`src/rtl/link_failover_backoff_controller_defines.svh`:
```
// Assertion macros for the link failover controller.
`ifndef LINK_FAILOVER_BACKOFF_CONTROLLER_DEFINES_SVH
`define LINK_FAILOVER_BACKOFF_CONTROLLER_DEFINES_SVH

// Same-cycle implication, checked out of reset.
`define LFBC_ASSERT_NOW(label, clk, rst_n, ante, cons, msg) \
    label: assert property (@(posedge clk) disable iff (!(rst_n)) (ante) |-> (cons)) \
        else $error(msg);

// Next-cycle implication, checked out of reset.
`define LFBC_ASSERT_NEXT(label, clk, rst_n, ante, cons, msg) \
    label: assert property (@(posedge clk) disable iff (!(rst_n)) (ante) |=> (cons)) \
        else $error(msg);

`endif

```
`src/rtl/lfbc_pkg.sv`:
```
package lfbc_pkg;

    localparam int REG_W            = 20;
    localparam int TICK_W_DEFAULT   = 20;
    localparam int CFG_INDEX_W      = 2;
    localparam int IN_TDATA_W       = 8;
    localparam int OUT_TDATA_W      = 24;

    localparam logic [REG_W-1:0] RST_FALLBACK_DELAY = REG_W'(15000);
    localparam logic [REG_W-1:0] RST_PROBE_MIN      = REG_W'(30000);
    localparam logic [REG_W-1:0] RST_PROBE_MAX      = REG_W'(300000);
    localparam logic [REG_W-1:0] RST_FLAP_WINDOW    = REG_W'(300000);

    // register indexes on the configuration port
    localparam logic [CFG_INDEX_W-1:0] CFG_FALLBACK_DELAY = 2'd0;
    localparam logic [CFG_INDEX_W-1:0] CFG_PROBE_MIN      = 2'd1;
    localparam logic [CFG_INDEX_W-1:0] CFG_PROBE_MAX      = 2'd2;
    localparam logic [CFG_INDEX_W-1:0] CFG_FLAP_WINDOW    = 2'd3;

    typedef struct packed {
        logic [REG_W-1:0] current_interval;
        logic             restart_links;
        logic             start_probe;
        logic             fallback_engaged;
    } t_result;

endpackage

```
`src/rtl/link_failover_backoff_controller.sv`:
```
// Channel   Dir  Word contents (lowest bit up)
// s_axis    in   path_allowed, still_connecting, probe_done, probe_ok, 4 zero bits
// m_axis    out  fallback_engaged, start_probe, restart_links, current_interval[19:0],
//                1 zero bit
// cfg       in   one register write per cycle, index 0..3, no read-back
//
// One input word is one tick; a word is taken every cycle unless the output stalls,
// and its result enters the output register in the cycle after acceptance. The
// output register is the only buffer: a word is taken whenever that register is empty
// or is being drained. Reset is synchronous, active low; it clears all tick state and
// loads the configuration defaults. A stalled result holds and blocks further input.
`include "link_failover_backoff_controller_defines.svh"

module link_failover_backoff_controller #(
    parameter int TICK_COUNT_WIDTH = lfbc_pkg::TICK_W_DEFAULT
) (
    input  logic                                 i_clk,
    input  logic                                 i_rst_n,
    // path_allowed, still_connecting, probe_done, probe_ok, zero pad
    input  logic [lfbc_pkg::IN_TDATA_W-1:0]      i_s_axis_tdata,
    input  logic                                 i_s_axis_tvalid,
    output logic                                 o_s_axis_tready,
    // fallback_engaged, start_probe, restart_links, current_interval, zero pad
    output logic [lfbc_pkg::OUT_TDATA_W-1:0]     o_m_axis_tdata,
    output logic                                 o_m_axis_tvalid,
    input  logic                                 i_m_axis_tready,
    input  logic                                 i_cfg_wr_en,
    input  logic [lfbc_pkg::CFG_INDEX_W-1:0]     i_cfg_index,
    input  logic [lfbc_pkg::REG_W-1:0]           i_cfg_data
);

    localparam int RW = lfbc_pkg::REG_W;
    localparam int TW = TICK_COUNT_WIDTH;
    // common width for comparing tick counters against registers
    localparam int CW = (TW > RW) ? TW : RW;
    localparam logic [TW-1:0] TICK_MAX = {TW{1'b1}};

    // configuration registers
    logic [RW-1:0] r_fallback_delay, r_probe_min, r_probe_max, r_flap_window;

    // tick state
    logic          r_engaged, r_probing, r_conn_active, r_restore_valid, r_armed;
    logic [TW-1:0] r_conn_ticks, r_since_restore;
    logic [RW-1:0] r_interval, r_countdown;

    logic          n_engaged, n_probing, n_conn_active, n_restore_valid, n_armed;
    logic [TW-1:0] n_conn_ticks, n_since_restore;
    logic [RW-1:0] n_interval, n_countdown;
    logic          n_start, n_restart;

    // output register
    logic                r_out_valid;
    lfbc_pkg::t_result   r_out;

    logic s_accept, m_accept;
    logic in_allowed, in_connecting, in_done, in_ok;

    assign in_allowed    = i_s_axis_tdata[0];
    assign in_connecting = i_s_axis_tdata[1];
    assign in_done       = i_s_axis_tdata[2];
    assign in_ok         = i_s_axis_tdata[3];

    // take a word when the result register is empty or drains this cycle
    assign o_s_axis_tready = !r_out_valid || i_m_axis_tready;
    assign s_accept        = i_s_axis_tvalid && o_s_axis_tready;
    assign m_accept        = r_out_valid && i_m_axis_tready;

    assign o_m_axis_tvalid = r_out_valid;
    assign o_m_axis_tdata  = {1'b0, r_out};

    // configuration writes; indexes are exhaustive over the two-bit field
    always_ff @(posedge i_clk) begin
        if (!i_rst_n) begin
            r_fallback_delay <= lfbc_pkg::RST_FALLBACK_DELAY;
            r_probe_min      <= lfbc_pkg::RST_PROBE_MIN;
            r_probe_max      <= lfbc_pkg::RST_PROBE_MAX;
            r_flap_window    <= lfbc_pkg::RST_FLAP_WINDOW;
        end else if (i_cfg_wr_en) begin
            unique case (i_cfg_index)
                lfbc_pkg::CFG_FALLBACK_DELAY: r_fallback_delay <= i_cfg_data;
                lfbc_pkg::CFG_PROBE_MIN:      r_probe_min      <= i_cfg_data;
                lfbc_pkg::CFG_PROBE_MAX:      r_probe_max      <= i_cfg_data;
                lfbc_pkg::CFG_FLAP_WINDOW:    r_flap_window    <= i_cfg_data;
                default: ;
            endcase
        end
    end

    // One tick: age restore counter, outcome, engage rules, countdown.
    always_comb begin
        logic          new_arm;
        logic [RW:0]   doubled;
        new_arm         = 1'b0;
        doubled         = {r_interval, 1'b0};
        n_engaged       = r_engaged;
        n_probing       = r_probing;
        n_conn_active   = r_conn_active;
        n_restore_valid = r_restore_valid;
        n_armed         = r_armed;
        n_conn_ticks    = r_conn_ticks;
        n_since_restore = r_since_restore;
        n_interval      = r_interval;
        n_countdown     = r_countdown;
        n_start         = 1'b0;
        n_restart       = 1'b0;

        // age the restore counter, saturating
        if (r_restore_valid && (r_since_restore != TICK_MAX))
            n_since_restore = r_since_restore + 1'b1;

        // probe outcome; a stray outcome with no probe pending is dropped
        if (in_done && r_probing) begin
            n_probing = 1'b0;
            if (r_engaged) begin
                if (!in_ok) begin
                    n_countdown = r_interval;
                    n_armed     = 1'b1;
                    new_arm     = 1'b1;
                end else begin
                    n_engaged       = 1'b0;
                    n_restore_valid = 1'b1;
                    n_since_restore = '0;
                    n_restart       = 1'b1;
                end
            end
        end

        // engage rules
        if (!in_allowed) begin
            n_conn_active = 1'b0;
            n_conn_ticks  = '0;
            if (n_engaged) begin
                // permission lost: clear everything, restart links
                n_probing       = 1'b0;
                n_engaged       = 1'b0;
                n_restore_valid = 1'b0;
                n_since_restore = '0;
                n_interval      = r_probe_min;
                n_countdown     = '0;
                n_armed         = 1'b0;
                n_restart       = 1'b1;
                new_arm         = 1'b0;
            end
        end else if (n_engaged) begin
            // hold while engaged
        end else if (!in_connecting) begin
            n_conn_active = 1'b0;
            n_conn_ticks  = '0;
        end else if (!r_conn_active) begin
            n_conn_active = 1'b1;
            n_conn_ticks  = '0;
        end else begin
            if (r_conn_ticks != TICK_MAX)
                n_conn_ticks = r_conn_ticks + 1'b1;
            if (CW'(n_conn_ticks) >= CW'(r_fallback_delay)) begin
                // flapping back inside the window doubles the interval, capped
                if (n_restore_valid && (CW'(n_since_restore) < CW'(r_flap_window)))
                    n_interval = (doubled < {1'b0, r_probe_max}) ? doubled[RW-1:0]
                                                                 : r_probe_max;
                else
                    n_interval = r_probe_min;
                n_conn_active = 1'b0;
                n_conn_ticks  = '0;
                n_engaged     = 1'b1;
                n_restart     = 1'b1;
                n_countdown   = n_interval;
                n_armed       = 1'b1;
                new_arm       = 1'b1;
            end
        end

        // probe countdown; an armed word this tick starts counting next tick
        if (n_armed && !new_arm) begin
            if (n_countdown <= RW'(1)) begin
                n_countdown = '0;
                n_armed     = 1'b0;
                if (n_engaged && !n_probing && in_allowed) begin
                    n_probing = 1'b1;
                    n_start   = 1'b1;
                end
            end else begin
                n_countdown = n_countdown - 1'b1;
            end
        end
    end

    // advance tick state on every accepted word
    always_ff @(posedge i_clk) begin
        if (!i_rst_n) begin
            r_engaged       <= 1'b0;
            r_probing       <= 1'b0;
            r_conn_active   <= 1'b0;
            r_restore_valid <= 1'b0;
            r_armed         <= 1'b0;
            r_conn_ticks    <= '0;
            r_since_restore <= '0;
            r_interval      <= lfbc_pkg::RST_PROBE_MIN;
            r_countdown     <= '0;
        end else if (s_accept) begin
            r_engaged       <= n_engaged;
            r_probing       <= n_probing;
            r_conn_active   <= n_conn_active;
            r_restore_valid <= n_restore_valid;
            r_armed         <= n_armed;
            r_conn_ticks    <= n_conn_ticks;
            r_since_restore <= n_since_restore;
            r_interval      <= n_interval;
            r_countdown     <= n_countdown;
        end
    end

    // result register: load on accept, drop once drained
    always_ff @(posedge i_clk) begin
        if (!i_rst_n) begin
            r_out_valid <= 1'b0;
        end else if (s_accept) begin
            r_out_valid <= 1'b1;
        end else if (m_accept) begin
            r_out_valid <= 1'b0;
        end
    end

    always_ff @(posedge i_clk) begin
        if (s_accept) begin
            r_out.fallback_engaged <= n_engaged;
            r_out.start_probe      <= n_start;
            r_out.restart_links    <= n_restart;
            r_out.current_interval <= n_interval;
        end
    end

    `LFBC_ASSERT_NOW(a_probe_needs_engaged, i_clk, i_rst_n, r_probing, r_engaged, "probe pending while not engaged")
    `LFBC_ASSERT_NOW(a_start_while_engaged, i_clk, i_rst_n, r_out_valid && r_out.start_probe, r_out.fallback_engaged, "probe requested while not engaged")
    `LFBC_ASSERT_NOW(a_no_start_and_restart, i_clk, i_rst_n, r_out_valid, !(r_out.start_probe && r_out.restart_links), "probe and restart in one tick")
    `LFBC_ASSERT_NEXT(a_denied_disengages, i_clk, i_rst_n, s_accept && !in_allowed, !r_out.fallback_engaged && !r_engaged && !r_armed, "fallback held after permission lost")

endmodule
```
`config.mk`:
```
export PLATFORM = sky130hd
export DESIGN_NAME = link_failover_backoff_controller
export DESIGN_NICKNAME = d
export VERILOG_FILES = /design/src/rtl/lfbc_pkg.sv /design/src/rtl/link_failover_backoff_controller.sv
export VERILOG_INCLUDE_DIRS = /design/src /design/src/rtl
export SDC_FILE = /design/constraint.sdc
export NUM_CORES = 1
export LEC_CHECK = 0
export ABC_AREA = 0
export BUFFER_PORTS_ARGS = -buffer_cell sky130_fd_sc_hd__buf_4
export CORE_MARGIN = 1.5
export CORE_UTILIZATION = 26
export CTS_BUF_LIST = sky130_fd_sc_hd__clkbuf_4 sky130_fd_sc_hd__clkbuf_8 sky130_fd_sc_hd__clkbuf_16
export DETAILED_ROUTE_END_ITERATION = 6
export GPL_TIMING_DRIVEN = 1
export PLACE_DENSITY = 0.5
export SLEW_MARGIN = 20
export SYNTH_ARGS = -nofsm -noshare
export SYNTH_HDL_FRONTEND = slang
export SYNTH_SLANG_ARGS = --single-unit
```
`constraint.sdc`:
```
create_clock -name i_clk -period 15.7 [get_ports i_clk]
set_input_delay 1.57 -clock i_clk [delete_from_list [all_inputs] [get_ports i_clk]]
set_output_delay 1.57 -clock i_clk [all_outputs]
set_load 0.1 [all_outputs]
```
==> results of run 1 <==
logic make-up after synthesis:
family,Yosys count
flip-flops,189
buffers and inverters,151
AO/OA/AOI/OAI,337
XOR/XNOR,45
other,1
AND/OR/NAND/NOR,544
multiplexers,21
adder cells (fa/ha/maj),62
how the worst max path moves through the flow:
stage	start	endpoint	cells after the start
finish	r_conn_ticks[2]	r_countdown[3]	24
global route	r_conn_ticks[2]	r_countdown[7]	26
CTS	r_conn_ticks[2]	r_countdown[3]	24
detailed placement	r_conn_ticks[2]	r_countdown[9]	24
global placement	r_conn_ticks[2]	r_countdown[9]	24
floorplan	r_conn_ticks[4]	r_countdown[10]	28
critical path: stages, from the launching register on:
cell      delay, ns
dfxtp_1        0.36
and3_1         0.22
and4_1         0.24
and3_1         0.21
and3_1         0.21
and3_1         0.23
and3_1         0.23
nand2b_1       0.30
and2_1         0.40
nand3_1        0.19
xnor2_1        0.18
ha_1           0.30
and3_1         0.19
o211ai_1       0.08
o21ai_0        0.29
a211o_1        0.24
nand2_1        0.32
o21ai_0        0.80
buf_4          0.29
o22ai_1        0.13
or3_1          0.42
nand4b_1       0.39
nor4b_4        0.52
a211oi_4       0.24
a22o_1         0.24
synth_stat cells (all sizes together) (4+ instances only):
| cell type | number | area [sq um] |
|---|---|---|
| xnor2 | 16 | 140 |
| xor2 | 29 | 254 |
| nor2 | 136 | 510 |
| a211oi | 17 | 140 |
| nand2 | 238 | 901 |
| o22ai | 4 | 25.0 |
| nor3b | 4 | 30.0 |
| nand3b | 4 | 30.0 |
| and2 | 4 | 25.0 |
| clkbuf | 67 | 251 |
| o221a | 4 | 45.0 |
| nand4 | 17 | 106 |
| mux2i | 20 | 200 |
| dfxtp | 166 | 3320 |
| inv | 72 | 270 |
| nand2b | 9 | 56.3 |
| a221o | 10 | 100 |
| a221oi | 5 | 43.8 |
| a22o | 19 | 166 |
| nand3 | 43 | 215 |
| or3 | 6 | 37.5 |
| and4 | 4 | 35.0 |
| a22oi | 35 | 263 |
| ha | 62 | 776 |
| a21oi | 123 | 616 |
| and3 | 16 | 100 |
| nor3 | 32 | 171 |
| a21o | 10 | 75.1 |
| o21ai | 39 | 195 |
| o221ai | 10 | 87.6 |
| a31o | 4 | 35.0 |
| o211ai | 36 | 270 |
| or2 | 8 | 50.1 |
| nor4 | 8 | 71.3 |
| edfxtp | 23 | 691 |
| buf | 12 | 76.3 |
cell usage in the layout (no fill, tap or decap), types with 9 or more instances in the layout:
cell       synthesis  routed
a211oi_1          16      16
a21o_1            10      10
a21oi_1          123     123
a221o_1           10      10
a22o_1            19      19
a22oi_1           35      35
and3_1            16      16
buf_4              2      71
clkbuf_16          0      17
dfxtp_1          166     166
edfxtp_1          23      23
ha_1              62      62
inv_1             72      70
mux2i_1           20      20
nand2_1          237     236
nand2b_1           9       9
nand3_1           43      43
nand4_1           17      17
nor2_1           136     134
nor3_1            31      30
o211ai_1          36      36
o21ai_0           37      37
o221ai_1          10      10
xnor2_1           16      16
xor2_1            29      29
layer usage:
layer / GRT usage [%] / vias up / routed length, um
li1: - / 4780 / -
met1: 21.9 / 4617 / 16100
met2: 25.5 / 248 / 15100
met3: 2.79 / 38 / 1620
met4: 4.43 / 0 / 623
met5: 0 / - / 0
power groups by stage:
stage	sequential, mW	clock, mW	combinational [mW]
final	0.516	0.442	0.127
after global routing	0.517	0.472	0.139
after CTS	0.515	0.452	0.128
after detailed placement	0.527	0	0.128
after global placement	0.527	0	0.126
after floorplan	0.548	0	0.0618
flip-flops by register name (all words and copies together), names as in the netlist, 20 cells and up:
name and flops:
r_countdown 20, r_fallback_delay 20, r_conn_ticks 20, r_since_restore 20, r_probe_min 20, r_interval 20, o_m_axis_tdata 23, r_flap_window 20
r_probe_max 20
per-stage QoR:
stage	setup WS, ns	power (mW)	instance area (sq um)	cells	hold WS, ns
final	8.33	1.09	12200	1906	0.454
after CTS	8.38	1.10	12200	1906	0.458
after floorplan	9.70	0.610	10700	1350	0.436
after global placement	8.40	0.653	11600	1874	0.444
after detailed placement	8.42	0.654	11600	1874	0.447
after global routing	7.76	1.13	12200	1906	0.472
cell type report:
| type | count | area [sq um] |
|---|---|---|
| Clock buffer | 21 | 455 |
| Clock inverter | 11 | 121 |
| Fill cell | 4427 | 28500 |
| Inverter | 72 | 272 |
| Multi-Input combinational cell | 1010 | 6140 |
| Sequential cell | 189 | 4010 |
| Tap cell | 532 | 666 |
| Timing Repair Buffer | 71 | 533 |
==> summary by stage, run 1 <==
Timing
Across the routed clock network, the largest skew measured is 0.0178 ns. The final number of setup-violating endpoints is 0. The shortest clock period the worst path allows after layout is 7.37 ns. The max-slew violation count was 0.

For the pin with the worst max-slew slack, the measured transition is about 0.98 ns. The upper clock frequency limit is 0.136 GHz. The number of hold-slack violations in the final timing report was 0.

The worst max-slew margin expressed relative to the limit is 34.4%. Setup total negative slack on the finished layout was measured at 0 ns. Setup repair after global routing left no endpoint under its margin. The post-route clock period utilization is a little under half.

Critical path
STA classifies the critical path startpoint as a flop. At the worst endpoint, the arrival time is about 7.7 ns. The capture instance of the worst register-to-register path is r_countdown[3].

Across all register-to-register paths, the minimum setup slack is 8.33 ns. The maximum fanout count along the critical path is 19. In this run the critical register-to-register path is launched from r_conn_ticks[2]. The required time of the critical path is around 16 ns. The worst register-to-register path has a depth of 24. The setup path with the least slack is of type reg2reg. The kind of end point of the critical path is a flop.

Power
The switching part of the total power is 28.2%. The total internal power is between 0.7 and 0.8 mW. The relative contribution of sequential cells to total power is 47.5%. The share of total power dissipated in the clock network is 40.8%. For this design the total switching power over the nets is 0.306 mW. Across the VDD grid, the largest voltage drop is 0.0000843 V. In this run the power density over the cells is 88.9 nW/um^2. The relative contribution of combinational cells to total power is 11.7%. The leakage power total is just under 5 nW.

Drt
For this block, the via count after detailed routing is ~9700. The routed wire length per instance is 17.5 um. The total wire length is 33400 um. For this run, design rule violations remaining after detail routing come to 0. Once detail routing completed, the nets flagged for antenna violations numbered 0.

The detailed router finished its first iteration with 802 violations. The number of search-and-repair iterations in the first detailed-routing pass is 5. The average vias per placed instance is about 5.

Run status
The run finished with clean final reports.

Placement
The congestion estimate from routability-driven global placement came to approximately 0.85. The placed wire-length estimate after detailed placement is 23800 um. The count of port buffers added during placement is 55.

Finish
The area growth from synthesis to layout is 13.7%. The final cell utilization of the core is 30.0%. The post-route netlist has 9.53% of its cells at a drive strength greater than 1. The number of antenna diodes in the final layout is 0.

The number of nets at the end of the flow is 1458.

Synth
The netlist uses 73 different library cells. The synthesized-area fraction occupied by adder cells is under 10%. The synthesized netlist cell count is 1350. The synthesized net count is around 1400. The post-synthesis mux area share is 1.97%.

In this run, synthesis inferred 23 flip-flops with an integrated enable. After synthesis, the share of flip-flops with an asynchronous set or reset is 0%. By area, the combinational part of the netlist is dominated by simple AND/OR/NAND/NOR gates.

The synthesized netlist devotes 23.1% of its cell area to simple gates. The register area share after synthesis is about 37%. Yosys printed 0 warnings. Summing the areas of all compound-gate instances in the mapped netlist gives a little over a fifth of the synthesized area. Among all flip-flop cells after synthesis, the most frequent one is dfxtp_1.

After Yosys synthesis, XOR and XNOR cells account for ~3.7% of the synthesized area. The register bit count reported by yosys is roughly 190. The cell area after synthesis is approximately 11000 sq um. The average cell area after synthesis is 7.95 sq um.

Clocking
The number of buffers added by the clock tree synthesis step is 17. The TritonCTS clock tree is done. The total clock sinks is 189. Post-CTS repair changed the size of 0 cells. After clock tree synthesis, the flow added hold-fix buffers numbering 0.

The H-tree level count is 4. After clock tree synthesis, the clock-pin slew on the worst setup and hold paths is about 0.070 ns. The clock passes through at most 2 buffers. Once the clock tree was built, the setup fixing pass inserted 0 buffers. The library cell used as clock root buffer is clkbuf_16. The clock latency at the later pin of the worst-skew pair is approximately 0.46 ns.

Floorplan
The total area inside the core boundary comes to 40700 sq um. The top-level port count is 61. The die width is ~210 um. In this run the core area contains 74 standard-cell rows. For this configuration, the core starts out at a cell density of a little over a quarter. The floorplan step defined a die boundary enclosing 42500 sq um. Measured along the y axis, the die boundary spans 206 um.

Worst hold path
In this run the most critical hold path is launched from r_fallback_delay[6]. The worst hold path cell count is 2. The capture endpoint of the worst hold path is r_fallback_delay[6]. The type of the most critical hold path is reg2reg.

Global route
The number of antenna violations at the first check in global routing is 1. Entering global routing, the biggest net connects 73 pins. The total overflow reported by the global router is 0.

Across every metal layer, demand over resource in global routing totals 15.9%. The number of global-route vias before repair is about 9000. The first global-routing pass estimated a little over 50000 um of wire.

Job
The tool flagged a number of max-cap violations equal to 0.
(Power assumes the default switching activity.)
==> run 2: changes to the inputs <==
- PLACE_DENSITY: 0.5 -> 0.51
- clock period: 15.7 -> 6.38 ns (I/O delays scaled with it)
==> run 2 against run 1 <==
Non-clock buffer count rose by 35. Largest power group unchanged. Highest routed layer unchanged. Clock skew down 0.0016 ns. Largest cell class unchanged. First-iteration DRC count fell by 22%. Clock power increased to 2.6 times the previous value. Final area is 2.6% higher. Sequential power rose by 150%. Critical path type unchanged. Critical endpoint is now r_countdown[15].
==> summary by stage, run 2 (synthesis results as in run 1) <==
Clocking
The number of buffers added by the clock tree synthesis step is 17. At the later pin of the worst-skew pair, clock insertion delay measures around 0.46 ns. The hold buffer count at CTS is 0. The total clock sinks is 189.

The library cell used as clock root buffer is clkbuf_16. The clock-pin slew of the registers on the worst-case setup and hold paths is approximately 0.08 ns. The TritonCTS clock tree is done. The H-tree generated during clock tree synthesis spans 4 levels.

The maximum clock path buffer count is 2.

Power
The internal power of the cells totals approximately 1.9 mW. Total power for the finished layout comes to 2.71 mW. The clock share of power is 41.5%. For this design the static power due to leakage is around 5.0 nW. The largest vdd supply drop is 0.000197 V. The switching part of the total power is 29.8%.

In this run the power spent charging and discharging nets is 0.808 mW. Sequential cells account for 46.7% of the total power. The power density relative to cell area is 217 nW/um^2. The relative contribution of combinational cells to total power is a little under an eighth.

Floorplan
The die width is between 200 and 250 um. In this run the standard cell core region covers 40700 sq um. For this configuration, the core starts out at a cell density of 26.3%.

The top-level port count is 61. The height of the die is 206 um. After floorplanning, the core was divided into 74 placement rows.

The full die area is 42500 sq um.

Placement
The placer's final routability congestion estimate is 0.859. The total instance count after detailed placement is 1906. The placed wire-length estimate after detailed placement is 24800 um.

The count of port buffers added during placement is 55.

Critical path
The critical path launch point is r_conn_ticks[3]. The startpoint type of the worst setup path is a flop. In this design, the critical path's most frequently occurring cell is and3_1. STA puts the critical path data required time at 6.73 ns. Of all nets on the critical path, the largest fanout is 19. Data on the critical path arrives at its endpoint at roughly 6.3 ns. The largest single stage delay on the critical path is slightly below 0.4 ns. The kind of end point of the critical path is a flop. By startpoint and endpoint, the worst setup path is classified as reg2reg. On the critical path, the stage with the largest delay is an instance of dfxtp_1.

The critical register-to-register path startpoint is r_conn_ticks[3]. The number of cells traversed by the worst register-to-register path is 29.

Job
The tool flagged a number of max-cap violations equal to 0.

Global route
The met1 usage is 22.8%. Entering global routing, the biggest net connects between 50 and 60 pins. The number of antenna violations at the first check in global routing is 0. The number of global-route vias before repair came to around 9500.

The total overflow reported by the global router is 0. The global routing stage identified its most utilized layer as met2. For this run, global-route usage on met2 was measured as around 28%. The first global-routing pass estimated between 50000 and 60000 um of wire. The met3 capacity usage during global routing is 2.48%.

The overall fraction of global-route tracks in use is around 17%.

Finish
In the final layout, the multi-input gates occupy 6160 sq um. The post-layout instance count excluding filler cells is 1941. The count of filler cells inserted in the layout is 4385.

The sequential cells in the finished layout cover a total of approximately 4000 sq um. In the final layout, the share of cells above drive strength 1 is 12.3%. The number of nets at the end of the flow is 1493. 0 antenna diodes ended up in the layout. The area growth from synthesis to layout is 16.7%. The most common library cell in the layout ignoring fill and taps is nand2_1. Leaving out fill and tap cells, the most frequent cells in the layout are nand2_1 (235), dfxtp_1 (164), nor2_1 (134). The flip-flop count of the largest register, all copies and words added is 23.

Run status
The flow ran to the end, and the final reports show no timing, DRC or antenna violations.

Worst hold path
The path class of the tightest hold or removal check is in2reg. The worst hold path passes through 3 cells. The hold path startpoint is i_s_axis_tvalid.

Drt
The routed wire length per instance is approximately 18 um. The via total after detailed routing is 9834. After detailed routing, the number of remaining DRC violations is 0.

The first routing iteration left 622 violations. The first detailed-routing pass ran for 6 iterations. The total wire length is 34600 um.

The count of nets left with antenna violations after detail routing is 0. The average vias per placed instance is 5.07.

Timing
The number of hold-slack violations in the final timing report came to 0. The post-route setup TNS is 0 ns. The final number of setup-violating endpoints is 0. The post-route clock period utilization is 92.6%.

At the pin with the least slew margin, the transition time is 1.09 ns. For the final database, setup skew stands at between 0.015 and 0.02 ns. Setup repair after global routing left no endpoint under its margin.

The upper clock frequency limit is 0.169 GHz. Counting I/O delays and the setup requirement, the final critical path takes 5.91 ns. In this run the tightest slew margin relative to its limit is 27.2%. The max-slew violation count is 0.
## run 2: cell count changes in the layout (fill, tap and decap cells not counted), sizes merged
| cell | before | now |
|---|---|---|
| buf | 71 | 106 |
| clkinvlp | 3 | 1 |
| bufinv | 2 | 1 |
| clkinv | 7 | 4 |
| clkbuf | 21 | 18 |
| inv | 71 | 80 |
## run 2: final timing paths
path / endpoint / slack, ns
setup / recovery: r_countdown[15] / 0.47
hold / removal: o_m_axis_tvalid / 0.44
setup reg to reg: r_countdown[15] / 0.47
hold reg to reg: r_flap_window[16] / 0.46
## run 2: cell type report
| cell class | count | share of cell area (%) |
|---|---|---|
| Tap cell | 532 | 5.32 |
| Inverter | 72 | 2.17 |
| Sequential cell | 189 | 32.1 |
| Multi-Input combinational cell | 1010 | 49.2 |
| Timing Repair Buffer | 106 | 6.46 |
| Clock inverter | 14 | 1.17 |
| Clock buffer | 18 | 3.60 |
## run 2: what timing repair did
item / in CTS / in global routing
endpoints found under the setup margin: 0 / 20
setup buffers: 0 / 3
resized for setup: 0 / 8
## run 2: per-layer routing
layer  vias to the layer above  share of wire (%)
met5                         -                  0
met4                         0               0.96
met3                        19                4.1
met2                       216                 47
met1                      4723                 48
li1                       4876                  -
## run 2: critical path, delay by kind of cell (launching register included)
| kind | cells | cell delay (ns) |
|---|---|---|
| AOI/OAI and AO/OA | 8 | 1.34 |
| adders and majority gates | 2 | 0.47 |
| DFF | 1 | 0.39 |
| xor gates and xnor gates | 1 | 0.14 |
| buffers and inverters | 4 | 0.66 |
| and+or+nand+nor | 14 | 2.80 |
## run 2: metrics by stage
step           hold slack [ns]  worst slack [ns]  utilization (%)  cell area [sq um]
5_1_grt                  0.447            0.0382             30.7              12500
4_1_cts                  0.421             0.313             30.6              12500
3_3_place_gp             0.445             0.426             29.1              11900
6_report                 0.439             0.472             30.7              12500
3_5_place_dp             0.447             0.346             29.1              11900
2_1_floorplan            0.436             0.377                -              10700
## run 2: power by group through the flow
stage / Sequential, mW / Clock [mW] / Combinational (mW)
floorplan: 1.35 / 0 / 0.152
global placement: 1.30 / 0 / 0.315
detailed placement: 1.30 / 0 / 0.319
CTS: 1.27 / 1.16 / 0.320
global route: 1.27 / 1.20 / 0.349
finish: 1.27 / 1.13 / 0.318
